`src/hw/rtl/lgt_pkg.sv`:
```
`timescale 1ns / 1ps
package lgt_pkg;

  localparam int DATA_W          = 32;
  localparam int STATUS_W        = 2;
  localparam int MAX_POINTS_DEF  = 256;
  localparam logic [DATA_W-1:0] LEN_RESET = 32'd65536;

  // status codes of a result
  localparam logic [STATUS_W-1:0] ST_INSERTED = 2'd0;
  localparam logic [STATUS_W-1:0] ST_REJECTED = 2'd1;
  localparam logic [STATUS_W-1:0] ST_FULL     = 2'd2;

  typedef enum logic [2:0] {
    S_IDLE,
    S_INSERT,
    S_LOAD,
    S_SCAN,
    S_DONE
  } state_t;

  // control broadcast from the sequencer to every cell
  typedef struct packed {
    logic              ins;
    logic              load;
    logic              shift;
    logic [DATA_W-1:0] point;
    logic [DATA_W-1:0] len;
  } cell_ctl_t;

endpackage

```
`src/hw/rtl/lgt_ctrl.sv`:
```
`timescale 1ns / 1ps
module lgt_ctrl
  import lgt_pkg::*;
#(
  parameter int MAX_POINTS = MAX_POINTS_DEF,
  localparam int CW = $clog2(MAX_POINTS + 1)
) (
  input  logic                clk,
  input  logic                rst,
  input  logic                in_valid,
  output logic                in_ready,
  input  logic [DATA_W-1:0]   in_point,
  output logic                out_valid,
  input  logic                out_ready,
  output logic [DATA_W-1:0]   out_gap,
  output logic [STATUS_W-1:0] out_status,
  input  logic                cfg_valid,
  input  logic [DATA_W-1:0]   cfg_data,
  input  logic                dup_any,
  input  logic [DATA_W-1:0]   head_pos,
  input  logic [DATA_W-1:0]   head_scan,
  output cell_ctl_t           ctl
);

  state_t                state;
  state_t                state_next;
  logic [DATA_W-1:0]     line_len;
  logic [DATA_W-1:0]     point;
  logic [CW-1:0]         count;
  logic [CW-1:0]         scan_cnt;
  logic [DATA_W-1:0]     best;
  logic [STATUS_W-1:0]   status;
  logic                  range_bad;
  logic                  full;
  logic                  ok;
  logic                  out_free;

  assign range_bad = (point == '0) || (point >= line_len);
  assign full      = (count == CW'(MAX_POINTS));
  assign ok        = !range_bad && !dup_any && !full;
  assign out_free  = !out_valid || out_ready;

  always_comb begin
    state_next = state;
    unique case (state)
      S_IDLE:   if (in_valid) state_next = S_INSERT;
      S_INSERT: state_next = S_LOAD;
      S_LOAD:   state_next = (count == '0) ? S_DONE : S_SCAN;
      S_SCAN:   if (scan_cnt == CW'(1)) state_next = S_DONE;
      S_DONE:   if (out_free) state_next = S_IDLE;
      default:  state_next = S_IDLE;
    endcase
  end

  always_comb begin
    in_ready  = 1'b0;
    ctl.ins   = 1'b0;
    ctl.load  = 1'b0;
    ctl.shift = 1'b0;
    ctl.point = point;
    ctl.len   = line_len;
    unique case (state)
      S_IDLE:   in_ready  = 1'b1;
      S_INSERT: ctl.ins   = ok;
      S_LOAD:   ctl.load  = 1'b1;
      S_SCAN:   ctl.shift = 1'b1;
      S_DONE:   ;
      default:  ;
    endcase
  end

  always_ff @(posedge clk) begin
    if (rst) begin
      state     <= S_IDLE;
      line_len  <= LEN_RESET;
      count     <= '0;
      out_valid <= 1'b0;
    end else begin
      state <= state_next;
      if (cfg_valid) begin
        line_len <= cfg_data;
      end
      if (state == S_INSERT && ok) begin
        count <= count + CW'(1);
      end
      if (state == S_DONE && out_free) begin
        out_valid <= 1'b1;
      end else if (out_ready) begin
        out_valid <= 1'b0;
      end
    end
  end

  always_ff @(posedge clk) begin
    if (in_valid && in_ready) begin
      point <= in_point;
    end
    if (state == S_INSERT) begin
      if (range_bad || dup_any) begin
        status <= ST_REJECTED;
      end else if (full) begin
        status <= ST_FULL;
      end else begin
        status <= ST_INSERTED;
      end
    end
    if (state == S_LOAD) begin
      best     <= (count == '0) ? line_len : head_pos;
      scan_cnt <= count;
    end
    if (state == S_SCAN) begin
      if (head_scan > best) begin
        best <= head_scan;
      end
      scan_cnt <= scan_cnt - CW'(1);
    end
    if (state == S_DONE && out_free) begin
      out_gap    <= best;
      out_status <= status;
    end
  end

endmodule

```
`config.mk`:
```
export PLATFORM = sky130hd
export DESIGN_NAME = lgt_ctrl
export DESIGN_NICKNAME = d
export VERILOG_FILES = /design/src/hw/rtl/lgt_pkg.sv /design/src/hw/rtl/lgt_ctrl.sv
export SDC_FILE = /design/constraint.sdc
export NUM_CORES = 1
export LEC_CHECK = 0
export ABC_AREA = 0
export BUFFER_PORTS_ARGS = -buffer_cell sky130_fd_sc_hd__buf_2
export CAP_MARGIN = 5
export CELL_PAD_IN_SITES_DETAIL_PLACEMENT = 1
export CELL_PAD_IN_SITES_GLOBAL_PLACEMENT = 2
export CORE_MARGIN = 2
export CORE_UTILIZATION = 30
export CTS_CLUSTER_DIAMETER = 30
export DETAILED_ROUTE_END_ITERATION = 8
export PLACE_DENSITY_LB_ADDON = 0.1
export RECOVER_POWER = 50
export SLEW_MARGIN = 20
export SYNTH_ARGS = -nofsm -noshare
export SYNTH_HDL_FRONTEND = slang
export SYNTH_SLANG_ARGS = --single-unit
```
`constraint.sdc`:
```
create_clock -name clk -period 3.7 [get_ports clk]
set_input_delay 0 -clock clk [delete_from_list [all_inputs] [get_ports clk]]
set_output_delay 0 -clock clk [all_outputs]
set_load 0.02 [all_outputs]
```
==> impl_results.md <==
- Simple-gate area share of the yosys netlist: 0.116
- Final worst slack: 0.450 ns
- Clock root buffer master: sky130_fd_sc_hd__clkbuf_16
- Synth Warn #: 0
- Library cells used by synthesis: 52
- Share of cell area taken by muxes after synthesis: 0.133
- Highest Clock Rate: 308 MHz
- Pin count of the biggest net entering global routing: 67
- Final-layout setup total negative slack: 0 ns
- Clock net sink count: 154
- Post-Synthesis Cells: 729
- Final Setup Violations: 0
- Cell-by-cell trace of the critical path: inv_1, ha_1, a21oi_1, o21ai_0, a221oi_1, o221ai_1, o21ai_4, buf_4, mux2_1, dlygate4sd3_1
- Complex-gate fraction of the synthesized area: 0.0834
- Critical path data arrival time: 3.57 ns
- Maximum clock skew at final layout: 0.0170 ns
- Number of enable flip-flop cells after synthesis: 77
- Sum of net half-perimeters after detailed placement: between 15 and 20 mm
- Detailed-route via count: 6621
- Critical Path Sink Type: register
- Met2 wire len: 12.4 mm
- Tmin final: between 3 and 4 ns
- Insertion delay to the later sink of the worst-skew pair: 0.43 ns
- Min Hold Slack: between 0.005 and 0.006 ns
- Combinational family with the most area after synthesis: multiplexers
- Clock tree from TritonCTS: done
- Final GP Congestion: 0.718
- Count of input and output buffers: 236
- Met1 wire length: approximately 12 mm
- Fill count: 2895
- CP bufs+invs: 3
- # nets final: 1277
- Highest metal layer used by the detailed router: met4
- Core area: 25300 µm²
- Detailed-route DRC error count: 0
- Final antenna-violating net count: 0
- Worst slack at placement: 0.644 ns
- Total nets after synthesis: approximately 930
- Area of the die: 27200 µm²
- Xor and xnor area share after synthesis: 0.00789
- R2R Setup Slk: 0.45 ns
- Detailed-router iteration count before antenna repair: 4
- Post-synthesis area per instance: between 10 and 15 µm²
- Routed via count divided by cell count: 4.67
- Leak pwr: 4.86 nW
- Proportion of register bits with asynchronous set or reset after synthesis: 0
- Overall die width: 165 µm
- Power after layout: 5.57 mW
- Outcome: finished, final reports clean
- Routed wire length per instance: 18.1 µm
- Worst-margin pin slew: 1.30 ns
- Required time of the worst setup path: about 4.0 ns
- Total clock buffers created by CTS: 17
- Post-synthesis to final-layout area growth: 41.4%
- Effective utilization at floorplan: 0.307
- Routed wl met3: between 1 and 1.5 mm
- Crit-path leading delay family: compound AO/OA/AOI/OAI gates
- Number of levels the H-tree was split into: 4
- Setup repair after global routing missed its margin: no
- Leading cell type in the layout, fill and taps excluded: sky130_fd_sc_hd__buf_2
- Vias in the first global route: 7165
- Global-route total usage across every layer: 0.193
- Global-route wire length before repair: 39.6 mm
- Type of the worst setup path: register to register
- Most frequent cells in the layout: sky130_fd_sc_hd__buf_2, sky130_fd_sc_hd__dlygate4sd3_1, sky130_fd_sc_hd__nor2_1
- Main synth FF type: sky130_fd_sc_hd__edfxtp_1
- Top-level port count: between 200 and 250
- DRT Wirelength: 25.7 mm
- Sequential element share of the synthesized area: 0.496
- PD cells: roughly 510 nW/µm²
- Sum of overflow across all layers after global routing: 0
- Total number of placement rows: 58
- Type of the most critical hold path: input port to register
- Total of max-cap violations: 0
- Worst voltage drop across the vdd grid: 0.193 mV
- Starting DRT DRC Count: between 200 and 250
- Critical Path Fanout Max: 18
- Vertical die dimension: 165 µm
- Maximum cell stage delay along the critical path: between 0.5 and 0.6 ns
- Number of hold-slack violations in the final timing report: 0
- # Post-CTS Setup Buffers: 0
- Adder and majority gate portion of the synthesized area: 0.109
- Max-slew violations: 0
- Crit share post-route: 0.878
- Buffer depth of the longest clock path: 2
- Category of the worst setup path launch point: register
- Fraction of layout instances using a drive strength above 1: 0.196
- Clk pin slew, worst setup/hold paths: 0.07 ns
- Worst slew slack as a fraction of its limit: 0.132
- Critical-path top delay cell: sky130_fd_sc_hd__dlygate4sd3_1
- Yosys reg bits: 154
- Number of antenna violations at the first check in global routing: 0
- Combined area of all synthesized cells: 7770 µm²
## synthesized netlist by cell type, drive strengths merged, types with 4 or more instances
cell type | instances | area [µm²]
o31ai | 6 | 45.0
dfxtp | 77 | 1540
edfxtp | 77 | 2310
or4 | 7 | 52.6
nand3 | 10 | 50.1
nor3 | 8 | 40.0
ha | 68 | 851
mux2i | 64 | 641
nor2b | 5 | 31.3
nand4 | 12 | 75.1
mux2 | 35 | 394
nor4 | 12 | 75.1
o211ai | 4 | 30.0
xnor2 | 6 | 52.6
a21oi | 60 | 300
nor2 | 80 | 300
o21ai | 17 | 85.1
a21o | 4 | 30.0
nand2 | 34 | 128
inv | 79 | 297
clkbuf | 16 | 60.1
buf | 11 | 65.1
## logic make-up after synthesis
logic type | Yosys count
xor+xnor | 7
mux | 99
buf+inv | 106
simple gates | 187
flops | 154
compound gates | 108
fa+ha+maj | 68
## stage by stage
step	utilization	instances	area, µm²
5_1_grt	0.434	1418	11000
3_3_place_gp	0.369	1277	9350
4_1_cts	0.437	1418	11100
6_report	0.434	1419	11000
3_5_place_dp	0.369	1277	9350
2_1_floorplan	-	729	7770
## cell type report
type / count / area [µm²] / share of cell area
diodes: 1 / 2.50 / 0.000228
clock inverters: 13 / 194 / 0.0177
inverters: 79 / 297 / 0.0270
multi-input cells: 469 / 3540 / 0.322
flip-flops and latches: 154 / 3850 / 0.351
clock buffers: 19 / 433 / 0.0394
repair buffers: 354 / 2260 / 0.206
well taps: 330 / 413 / 0.0376
## worst paths after layout
kind                                  start             to  depth (start not counted)
worst max-delay path                best[9]       best[15]                         10
worst min-delay path            head_pos[3]        best[3]                          4
worst max register to register      best[9]       best[15]                         10
worst min register to register    status[0]  out_status[0]                          0
## layer usage
| metal | vias to the layer above | global-route usage |
|---|---|---|
| met5 | - | 0 |
| met4 | 0 | 0.0526 |
| met3 | 13 | 0.0417 |
| met2 | 179 | 0.334 |
| met1 | 3135 | 0.243 |
| li1 | 3294 | - |
## sequential cells by signal, indices dropped and copies added, names as in the netlist
register,cells
best,32
line_len,32
out_gap,32
point,32
count,9
scan_cnt,9
state,3
out_status,2
status,2
out_valid,1
## repair_timing
item	in CTS	in global routing
resized for setup	0	0
hold endpoints to repair	99	0
hold buffers	109	0
## where the power goes
group	total [mW]	switching, mW	internal (mW)
Clock	1.91	0.769	1.14
Sequential	2.29	0.196	2.10
Combinational	1.37	0.703	0.668
## worst min-delay path: stages
cell and delay [ns]:
sky130_fd_sc_hd__buf_2 0.07, sky130_fd_sc_hd__mux2i_1 0.06, sky130_fd_sc_hd__a21oi_1 0.14, sky130_fd_sc_hd__mux2_1 0.13
(Power assumes the default switching activity.)
