**src/hw/rtl/lgt_pkg.sv**
```systemverilog
`timescale 1ns / 1ps
package lgt_pkg;

  localparam int DATA_W          = 32;
  localparam int STATUS_W        = 2;
  localparam int MAX_POINTS_DEF  = 256;
  localparam logic [DATA_W-1:0] LEN_RESET = 32'd65536;

  // status codes of a result
  localparam logic [STATUS_W-1:0] ST_INSERTED = 2'd0;
  localparam logic [STATUS_W-1:0] ST_REJECTED = 2'd1;
  localparam logic [STATUS_W-1:0] ST_FULL     = 2'd2;

  typedef enum logic [2:0] {
    S_IDLE,
    S_INSERT,
    S_LOAD,
    S_SCAN,
    S_DONE
  } state_t;

  // control broadcast from the sequencer to every cell
  typedef struct packed {
    logic              ins;
    logic              load;
    logic              shift;
    logic [DATA_W-1:0] point;
    logic [DATA_W-1:0] len;
  } cell_ctl_t;

endpackage

```
**src/hw/rtl/lgt_cell.sv**
```systemverilog
`timescale 1ns / 1ps
module lgt_cell
  import lgt_pkg::*;
(
  input  logic              clk,
  input  logic              rst,
  input  cell_ctl_t         ctl,
  input  logic              prev_valid,
  input  logic              prev_less,
  input  logic [DATA_W-1:0] prev_pos,
  input  logic              next_valid,
  input  logic [DATA_W-1:0] next_pos,
  input  logic [DATA_W-1:0] next_scan,
  output logic [DATA_W-1:0] pos,
  output logic              valid,
  output logic              less,
  output logic              dup,
  output logic [DATA_W-1:0] scan
);

  logic [DATA_W-1:0] pos_next;
  logic [DATA_W-1:0] right;
  logic [DATA_W-1:0] gap;

  assign less = valid && (pos < ctl.point);
  assign dup  = valid && (pos == ctl.point);

  // sorted insert: keep if smaller, take the point at the boundary, else shift up
  always_comb begin
    if (less) begin
      pos_next = pos;
    end else if (prev_less) begin
      pos_next = ctl.point;
    end else begin
      pos_next = prev_pos;
    end
  end

  // gap to the right neighbor, or to the segment end for the last point
  assign right = next_valid ? next_pos : ctl.len;
  assign gap   = (valid && (right > pos)) ? (right - pos) : '0;

  always_ff @(posedge clk) begin
    if (rst) begin
      valid <= 1'b0;
    end else if (ctl.ins) begin
      valid <= valid | prev_valid;
    end
  end

  always_ff @(posedge clk) begin
    if (ctl.ins) begin
      pos <= pos_next;
    end
    if (ctl.load) begin
      scan <= gap;
    end else if (ctl.shift) begin
      scan <= next_scan;
    end
  end

endmodule

```
**config.mk**
```make
export PLATFORM = sky130hd
export DESIGN_NAME = lgt_cell
export DESIGN_NICKNAME = d
export VERILOG_FILES = /design/src/hw/rtl/lgt_pkg.sv /design/src/hw/rtl/lgt_cell.sv
export SDC_FILE = /design/constraint.sdc
export NUM_CORES = 1
export LEC_CHECK = 0
export BUFFER_PORTS_ARGS = -buffer_cell sky130_fd_sc_hd__buf_2
export CORE_UTILIZATION = 30
export CTS_CLUSTER_DIAMETER = 80
export DETAILED_ROUTE_END_ITERATION = 12
export GPL_ROUTABILITY_DRIVEN = 0
export SLEW_MARGIN = 20
export SYNTH_ARGS = -nofsm -noshare
export SYNTH_HDL_FRONTEND = slang
export SYNTH_SLANG_ARGS = --single-unit
```
**constraint.sdc**
```tcl
create_clock -name clk -period 11.1 [get_ports clk]
set_input_delay 1.665 -clock clk [delete_from_list [all_inputs] [get_ports clk]]
set_output_delay 1.665 -clock clk [all_outputs]
set_load 0.01 [all_outputs]
```
==> results of run 1 <==
layer usage:
metal	part of all wire	GRT usage	vias to the layer above
li1	-	-	2636
met4	0.023	0.0707	0
met5	0	0	-
met2	0.46	0.279	140
met3	0.033	0.0216	20
met1	0.49	0.237	2328
worst paths after layout:
check	startpoint	end	slack [ns]
max reg2reg	pos[0]$_DFFE_PP_	scan[22]$_DFFE_PP_	7.86
min	valid$_SDFFE_PP0P_	valid$_SDFFE_PP0P_	0.68
max	ctl[33]	less	5.74
min reg2reg	valid$_SDFFE_PP0P_	valid$_SDFFE_PP0P_	0.68
layout make-up:
cell class,instances,area share
clock buffers,10,0.0304
clock inverters,6,0.0141
inverters,103,0.0513
multi-input cells,410,0.448
flip-flops and latches,65,0.258
well taps,260,0.0432
repair buffers,234,0.155
cells in the mapped netlist, types with 6 or more instances:
cell | instances | share of area
xor2_1 | 11 | 0.017
nand2_1 | 24 | 0.015
a211oi_1 | 6 | 0.0077
a21oi_1 | 40 | 0.034
o21ai_0 | 22 | 0.019
ha_1 | 65 | 0.14
mux2_2 | 63 | 0.12
nand3_1 | 9 | 0.0077
nand4_1 | 15 | 0.016
inv_1 | 103 | 0.066
edfxtp_1 | 64 | 0.33
o21bai_1 | 6 | 0.0077
a31oi_1 | 6 | 0.0064
nor2_1 | 16 | 0.010
clkbuf_1 | 13 | 0.0084
a21o_1 | 18 | 0.023
o22ai_1 | 29 | 0.031
xnor2_1 | 18 | 0.027
power by group:
group          total [uW]  internal (uW)  switching (uW)
Clock                 328            218             110
Sequential            307            296            11.8
Combinational         316            139             176
stage by stage:
stage	utilization	area, sq um	cells
finish	0.399	7540	1088
CTS	0.399	7540	1088
global placement	0.381	7200	1072
global route	0.399	7540	1088
floorplan	-	5830	603
detailed placement	0.381	7200	1072
cells in the final DEF, fill, tap and decap left out, types with 2 or more instances in the layout:
cell       netlist  layout
mux2_2          63      63
bufinv_16        0       3
o21ai_0         22      22
a31oi_1          6       6
o21a_1           4       4
o211ai_1         5       5
and3_1           3       3
nand3_1          9       9
nor3_1           5       5
xor2_1          11      11
o221ai_1         2       2
and4_1           2       2
inv_1          103     103
a211oi_1         6       6
nor2_1          16      16
o21ai_2          2       2
a21o_1          18      18
o22ai_1         29      29
nand2b_1         4       4
xnor2_1         18      18
a21oi_1         40      40
edfxtp_1        64      64
ha_1            65      65
buf_2            5     234
nand4_1         15      15
nand2_1         24      24
clkbuf_16        0       9
nor2b_1          5       5
o21bai_1         6       6
a211oi_2         3       3
sequential cells by signal, summed over array words and instances, names as in the netlist:
name and flops:
pos 32, scan 32, valid 1
critical path, delay by kind of cell:
family	cells	cell delay, ns
AO/OA/AOI/OAI	7	1.33
adder cells (fa/ha/maj)	1	0.29
buffers and inverters	3	0.29
AND/OR/NAND/NOR	1	0.13
kinds of logic (layout without fill, tap and decap cells):
logic type | count (synthesis) | after routing
XOR/XNOR | 29 | 29
multiplexers | 64 | 64
AO/OA/AOI/OAI | 158 | 158
flip-flops | 65 | 65
adder cells (fa/ha/maj) | 66 | 66
buffers and inverters | 128 | 353
AND/OR/NAND/NOR | 93 | 93
==> results.yml, run 1 <==
logic_synthesis:
  synth_compound_area_frac: 0.185
  synth_simple_gate_area_frac: 0.0847
  synth_nets: 837
  synth_ff_type: "edfxtp_1"
  synth-xor-area-share: 0.0436
  syn_avg_cell_area_sq_um: 9.67
  async_flop_share: 0
  synth-warning-count: 0
  syn_inst: 603
  synth_edf_count: 64
  seq_area_frac_synth: 0.333
  synth_mux_area_frac: 0.123
  synth_top_family_by_area: "compound AO/OA/AOI/OAI gates"
  yosys_register_bits: 65
  synth_fa_ha_area_frac: 0.143
  ys_types: 60
  netlist_area_sq_mm: 0.00583
critical_path:
  critPathArrivalTime_ns: 3.70
  critical_path.startpoint_type: "input port"
  critPathSlowestCell: "ha_1"
  path_max_fanout: 2
  endpoint_kind: "primary output"
  crit_chain: "buf_2 -> inv_1 -> ha_1 -> nor2b_1 -> o21a_1 -> o21ai_0 -> a21oi_1 -> o31a_1 -> o21ai_0 -> o211ai_1 -> a21oi_1 -> buf_2"
  reg2regPathDepth: 11
  required_ns: 9.44
  crit_type: "input port to primary output"
  critPathMaxStageDelay_ns: 0.29
placed_design:
  place_ws_ns: 5.63
  numPortBuffers: 234
  dp.final_hpwl_mm: 14.1
finish:
  multiInputGateArea_sq_mm: 0.00338
  fin_nets: 1057
  num-fill-cells: 1923
  drive_gt1_frac: 0.396
  num_antenna_cells: 0
  syn_to_final_growth_pct: 29.2
  register_area_sq_mm: 0.00194
timing:
  postLayoutSetupSlackWorst_ns: 5.74
  finalHoldViolCount: 0
  fin_hold_ws_ns: 0.680
  skew_ns: 0.00699
  max-slew-margin-rel: 0.400
  worst_pin_slew_ns: 0.901
  max_freq_mhz: 186
  fin_crit_sh: 0.483
  setup-violations-final: 0
  finalCriticalPeriod_ns: 5.36
  slew_viol_final: 0
  rsz0062_at_grt: "false"
  fin_tns_setup_ns: 0
clock_network:
  cts_resized: 0
  cts_tree: "built"
  clk_latency_ns: 0.34
  clockRootBuffer: "clkbuf_16"
  clk_pin_slew_ns: 0.06
  cts.sinks: 65
  hold_buffers: 0
  cts_buffers: 9
  cts_max_path_buffers: 2
  post_cts_buffers: 0
  htree_levels: 3
detailed_routing:
  drcViolationCount: 0
  wl_mm: 17.2
  drtAntennaViolNets: 0
  via_per_inst: 4.71
  wl_per_cell_um: 15.8
  dr_total_vias: 5124
  drtPass1Iterations: 5
  drt_iter0_markers: 138
global_route:
  grt_first_pass_wirelength_mm: 26.5
  grt_overflow: 0
  grt_max_degree: 35
  antenna_found_initial: 0
  track_usage: 0.174
  grt_pass1_vias: 5022
worst_hold_path:
  min_path_cells: 2
  worstHoldPathType: "register to register"
die:
  dieArea_sq_mm: 0.0200
  fp.dieH_um: 141
  die_w_um: 141
  start_util: 0.309
  io_pins: 235
  num_rows: 50
  coreArea_sq_mm: 0.0189
run_status:
  status: "completed"
power:
  power.total_uw: 951
  ir_worst_vdd_v: 0.0000721
  power_density_mw_per_mm2: 126
  cellLeakagePower_uw: 0.00371
run:
  maxCapViolations: 0
(Power assumes the default switching activity.)
==> run 2: changes to the inputs <==
==> constraint.sdc (replaced) <==
create_clock -name clk -period 4.9 [get_ports clk]
set_input_delay 0.735 -clock clk [delete_from_list [all_inputs] [get_ports clk]]
set_output_delay 0.735 -clock clk [all_outputs]
set_load 0.01 [all_outputs]
==> results.yml, run 2 (same netlist as run 1, synthesis figures left out) <==
run_status:
  status: "completed"
finish:
  final_util: 0.397
  fin_nets: 1058
  syn_to_final_growth_pct: 28.6
  top_regs: "pos x32, scan x32, valid x1"
  most-common-layout-cells: "buf_2, inv_1, ha_1, edfxtp_1, mux2_2"
  final_area_sq_mm: 0.00750
  drive_gt1_frac: 0.393
  stdcell_count: 1093
  final_common_cell: "buf_2"
worst_hold_path:
  worstHoldStart: "rst"
  min_path_cells: 2
  worstHoldPathType: "input port to register"
  min_to: "valid$_SDFFE_PP0P_"
power:
  cellLeakagePower_uw: 0.00369
  ir_worst_vdd_v: 0.000166
  power_density_mw_per_mm2: 270
  power.total_uw: 2030
die:
  io_pins: 235
  fp.dieH_um: 141
  die_w_um: 141
  coreArea_sq_mm: 0.0189
  start_util: 0.309
  num_rows: 50
  dieArea_sq_mm: 0.0200
detailed_routing:
  wl_mm: 17.3
  drt_iter0_markers: 249
  drtAntennaViolNets: 0
  wl_per_cell_um: 15.8
  drcViolationCount: 0
  dr_total_vias: 5173
  drtPass1Iterations: 4
  via_per_inst: 4.73
global_route:
  global_route.usage.met3: 0.0496
  antenna_found_initial: 8
  track_usage: 0.174
  grt_max_degree: 35
  grt_first_pass_wirelength_mm: 26.5
  grt_pass1_vias: 5083
  met2_usage: 0.281
  top_usage_layer: "met2"
  use_met1: 0.222
  grt_overflow: 0
timing:
  max-slew-margin-rel: 0.419
  skew_ns: 0.00810
  finalCriticalPeriod_ns: 3.80
  setup-violations-final: 0
  worst_pin_slew_ns: 0.872
  max_freq_mhz: 263
  rsz0062_at_grt: "false"
  finalHoldViolCount: 0
  fin_crit_sh: 0.775
  fin_tns_setup_ns: 0
  slew_viol_final: 0
critical_path:
  rr_endpoint: "scan[5]$_DFFE_PP_"
  crit_type: "input port to register"
  required_ns: 4.95
  critPathArrivalTime_ns: 3.84
  rr_startpoint: "pos[0]$_DFFE_PP_"
  reg2regPathDepth: 11
  regToRegSetupSlack_ns: 1.69
  critical_path.startpoint_type: "input port"
  endpoint_kind: "register"
  path_max_fanout: 30
clock_network:
  cts.sinks: 65
  htree_levels: 3
  cts_buffers: 9
  cts_tree: "built"
  post_cts_buffers: 0
  cts_max_path_buffers: 2
  clockRootBuffer: "clkbuf_16"
  clk_latency_ns: 0.34
  cts_resized: 0
  hold_buffers: 0
  clk_pin_slew_ns: 0.06
run:
  maxCapViolations: 0
placed_design:
  dpl.cell_count: 1073
  dp.final_hpwl_mm: 14.4
  placed_area_sq_mm: 0.00721
  numPortBuffers: 234
run 2: cell types whose count changed in the layout (fill, tap and decap cells not counted), sizes merged:
cell      before  now
buf          234  235
bufinv         3    1
clkbuf        10   11
clkinv         2    4
clkinvlp       1    0
diode          0    4
run 2: how the worst max path moves through the flow:
stage               startpoint            endpoint
detailed placement  next_valid   scan[3]$_DFFE_PP_
CTS                 next_valid  scan[13]$_DFFE_PP_
global route        next_valid   scan[5]$_DFFE_PP_
global placement    next_valid   scan[7]$_DFFE_PP_
floorplan           next_valid   scan[7]$_DFFE_PP_
finish              next_valid   scan[5]$_DFFE_PP_
run 2: metrics by stage:
step | hold slack [ns] | setup slack (ns)
floorplan | 0.551 | 1.12
global placement | 0.665 | 0.812
detailed placement | 0.652 | 0.700
CTS | 0.532 | 1.07
global route | 0.539 | 0.795
finish | 0.548 | 1.10
run 2: worst max-delay path, stage by stage:
cell	delay, ns
buf_2	0.26
buf_4	0.34
mux2_2	0.38
ha_1	0.39
and3_1	0.29
nand2_1	0.12
nor4_4	0.30
nand3_1	0.11
o211a_1	0.26
nand2_2	0.46
o22ai_1	0.19
run 2: cell type report:
| cell class | count | area [sq um] |
|---|---|---|
| flip-flops and latches | 65 | 1940 |
| repair buffers | 235 | 1180 |
| diodes | 4 | 10.0 |
| fillers | 1957 | 11400 |
| clock inverters | 5 | 46.3 |
| multi-input cells | 410 | 3380 |
| clock buffers | 11 | 233 |
| inverters | 103 | 387 |
| well taps | 260 | 325 |
run 2: metal layers:
metal  up-vias  share of wire
met2       160           0.46
li1       2636              -
met3        29          0.061
met1      2342           0.45
met4         6          0.021
met5         -         0.0019
run 2: power by group:
group | switching [uW] | leakage (uW) | total, uW | internal (uW)
registers | 26.2 | 0.000664 | 696 | 670
logic | 396 | 0.00289 | 712 | 316
clock network | 230 | 0.000136 | 617 | 388
==> run 3: changes to the inputs <==
==> constraint.sdc (replaced) <==
create_clock -name clk -period 3.9 [get_ports clk]
set_input_delay 0.585 -clock clk [delete_from_list [all_inputs] [get_ports clk]]
set_output_delay 0.585 -clock clk [all_outputs]
set_load 0.01 [all_outputs]
==> results.yml, run 3 (same netlist as run 1, synthesis figures left out) <==
critical_path:
  critPathMaxStageDelay_ns: 0.39
  crit_start: "next_valid"
  rr_endpoint: "scan[7]$_DFFE_PP_"
  cp_common_cell: "buf_12"
  critical_path.startpoint_type: "input port"
  crit_chain: "buf_2 -> buf_12 -> mux2_2 -> ha_1 -> and3_1 -> nand2_1 -> nor4_4 -> nand3_1 -> o211a_1 -> nand2_2 -> buf_12 -> o32ai_2"
  critPathArrivalTime_ns: 3.44
  cp_top_family: "simple AND/OR/NAND/NOR gates"
  path_max_fanout: 21
  crit_type: "input port to register"
  regToRegSetupSlack_ns: 0.94
  critPathSlowestCell: "ha_1"
  rr_startpoint: "pos[9]$_DFFE_PP_"
  reg2regPathDepth: 11
  cp_num_buf_inv: 3
  required_ns: 3.95
  endpoint_kind: "register"
global_route:
  antenna_found_initial: 6
  grt_overflow: 0
  grt_pass1_vias: 5228
  grt_max_degree: 35
  grt_first_pass_wirelength_mm: 27.0
  track_usage: 0.177
detailed_routing:
  drt_iter0_markers: 198
  drtPass1Iterations: 5
  drcViolationCount: 0
  drtAntennaViolNets: 0
  via_per_inst: 4.71
  dr_total_vias: 5205
  wl_mm: 17.5
  wl_per_cell_um: 15.9
clock_network:
  cts_max_path_buffers: 2
  clk_latency_ns: 0.34
  htree_levels: 3
  hold_buffers: 0
  cts_tree: "built"
  cts_resized: 0
  cts.sinks: 65
  clk_pin_slew_ns: 0.06
  post_cts_buffers: 0
  clockRootBuffer: "clkbuf_16"
  cts_buffers: 9
timing:
  skew_ns: 0.0107
  fin_tns_setup_ns: 0
  fin_hold_ws_ns: 0.392
  finalHoldViolCount: 0
  postLayoutSetupSlackWorst_ns: 0.513
  finalCriticalPeriod_ns: 3.39
  fin_crit_sh: 0.869
  max_freq_mhz: 295
  slew_viol_final: 0
  max-slew-margin-rel: 0.409
  rsz0062_at_grt: "false"
  worst_pin_slew_ns: 0.886
  setup-violations-final: 0
run_status:
  status: "completed"
die:
  coreArea_sq_mm: 0.0189
  num_rows: 50
  dieArea_sq_mm: 0.0200
  fp.dieH_um: 141
  start_util: 0.309
  io_pins: 235
  die_w_um: 141
finish:
  most-common-layout-cells: "buf_2, inv_1, ha_1, edfxtp_1, mux2_2"
  drive_gt1_frac: 0.404
  fin_nets: 1070
  top_regs: "pos x32, scan x32, valid x1"
  final_common_cell: "buf_2"
  syn_to_final_growth_pct: 30.9
power:
  cellLeakagePower_uw: 0.00377
  power.total_uw: 2640
  power_density_mw_per_mm2: 346
  ir_worst_vdd_v: 0.000204
placed_design:
  numPortBuffers: 234
  place_ws_ns: 0.171
  dp.final_hpwl_mm: 14.7
worst_hold_path:
  min_to: "valid$_SDFFE_PP0P_"
  worstHoldPathType: "input port to register"
  min_path_cells: 2
  worstHoldStart: "rst"
run:
  maxCapViolations: 0
[run 3: cell count changes in the layout (fill, tap and decap cells not counted)]
| cell | before | now |
|---|---|---|
| clkinv_1 | 3 | 1 |
| bufinv_16 | 1 | 2 |
| buf_12 | 0 | 2 |
| buf_4 | 1 | 11 |
[run 3: how the worst max path moves through the flow]
stage | endpoint | slack [ns] | cells past startpoint
6_report | scan[7]$_DFFE_PP_ | 0.51 | 12
2_1_floorplan | scan[7]$_DFFE_PP_ | 0.27 | 15
3_5_place_dp | scan[7]$_DFFE_PP_ | 0.17 | 12
3_3_place_gp | scan[7]$_DFFE_PP_ | 0.27 | 12
5_1_grt | scan[7]$_DFFE_PP_ | 0.30 | 12
4_1_cts | scan[7]$_DFFE_PP_ | 0.51 | 12
[run 3: metal layers]
layer	share of wire	vias to the layer above	wire length, um	track usage
met5	0.0013	-	22	0
met2	0.47	140	8220	0.288
met4	0.019	4	340	0.0566
li1	-	2665	-	-
met1	0.45	2370	7930	0.227
met3	0.057	26	990	0.0462
[run 3: layout make-up]
cell class | count | area [sq um]
antenna | 4 | 10.0
clock buffer | 11 | 233
clock inverter | 4 | 68.8
fill | 1934 | 11300
inverter | 103 | 387
multi-input combinational | 410 | 3380
sequential | 65 | 1940
tap | 260 | 325
timing repair buffer | 247 | 1290
[run 3: through the flow]
step	std cells	utilization	area (sq um)
floorplan	603	-	5830
CTS	1100	0.404	7630
detailed placement	1085	0.388	7320
global route	1101	0.404	7630
finish	1104	0.404	7640
global placement	1085	0.388	7320
[run 3: power breakdown]
group | switching (uW) | total, uW | internal [uW]
Combinational | 505 | 923 | 417
Clock | 289 | 841 | 552
Sequential | 33.7 | 876 | 842
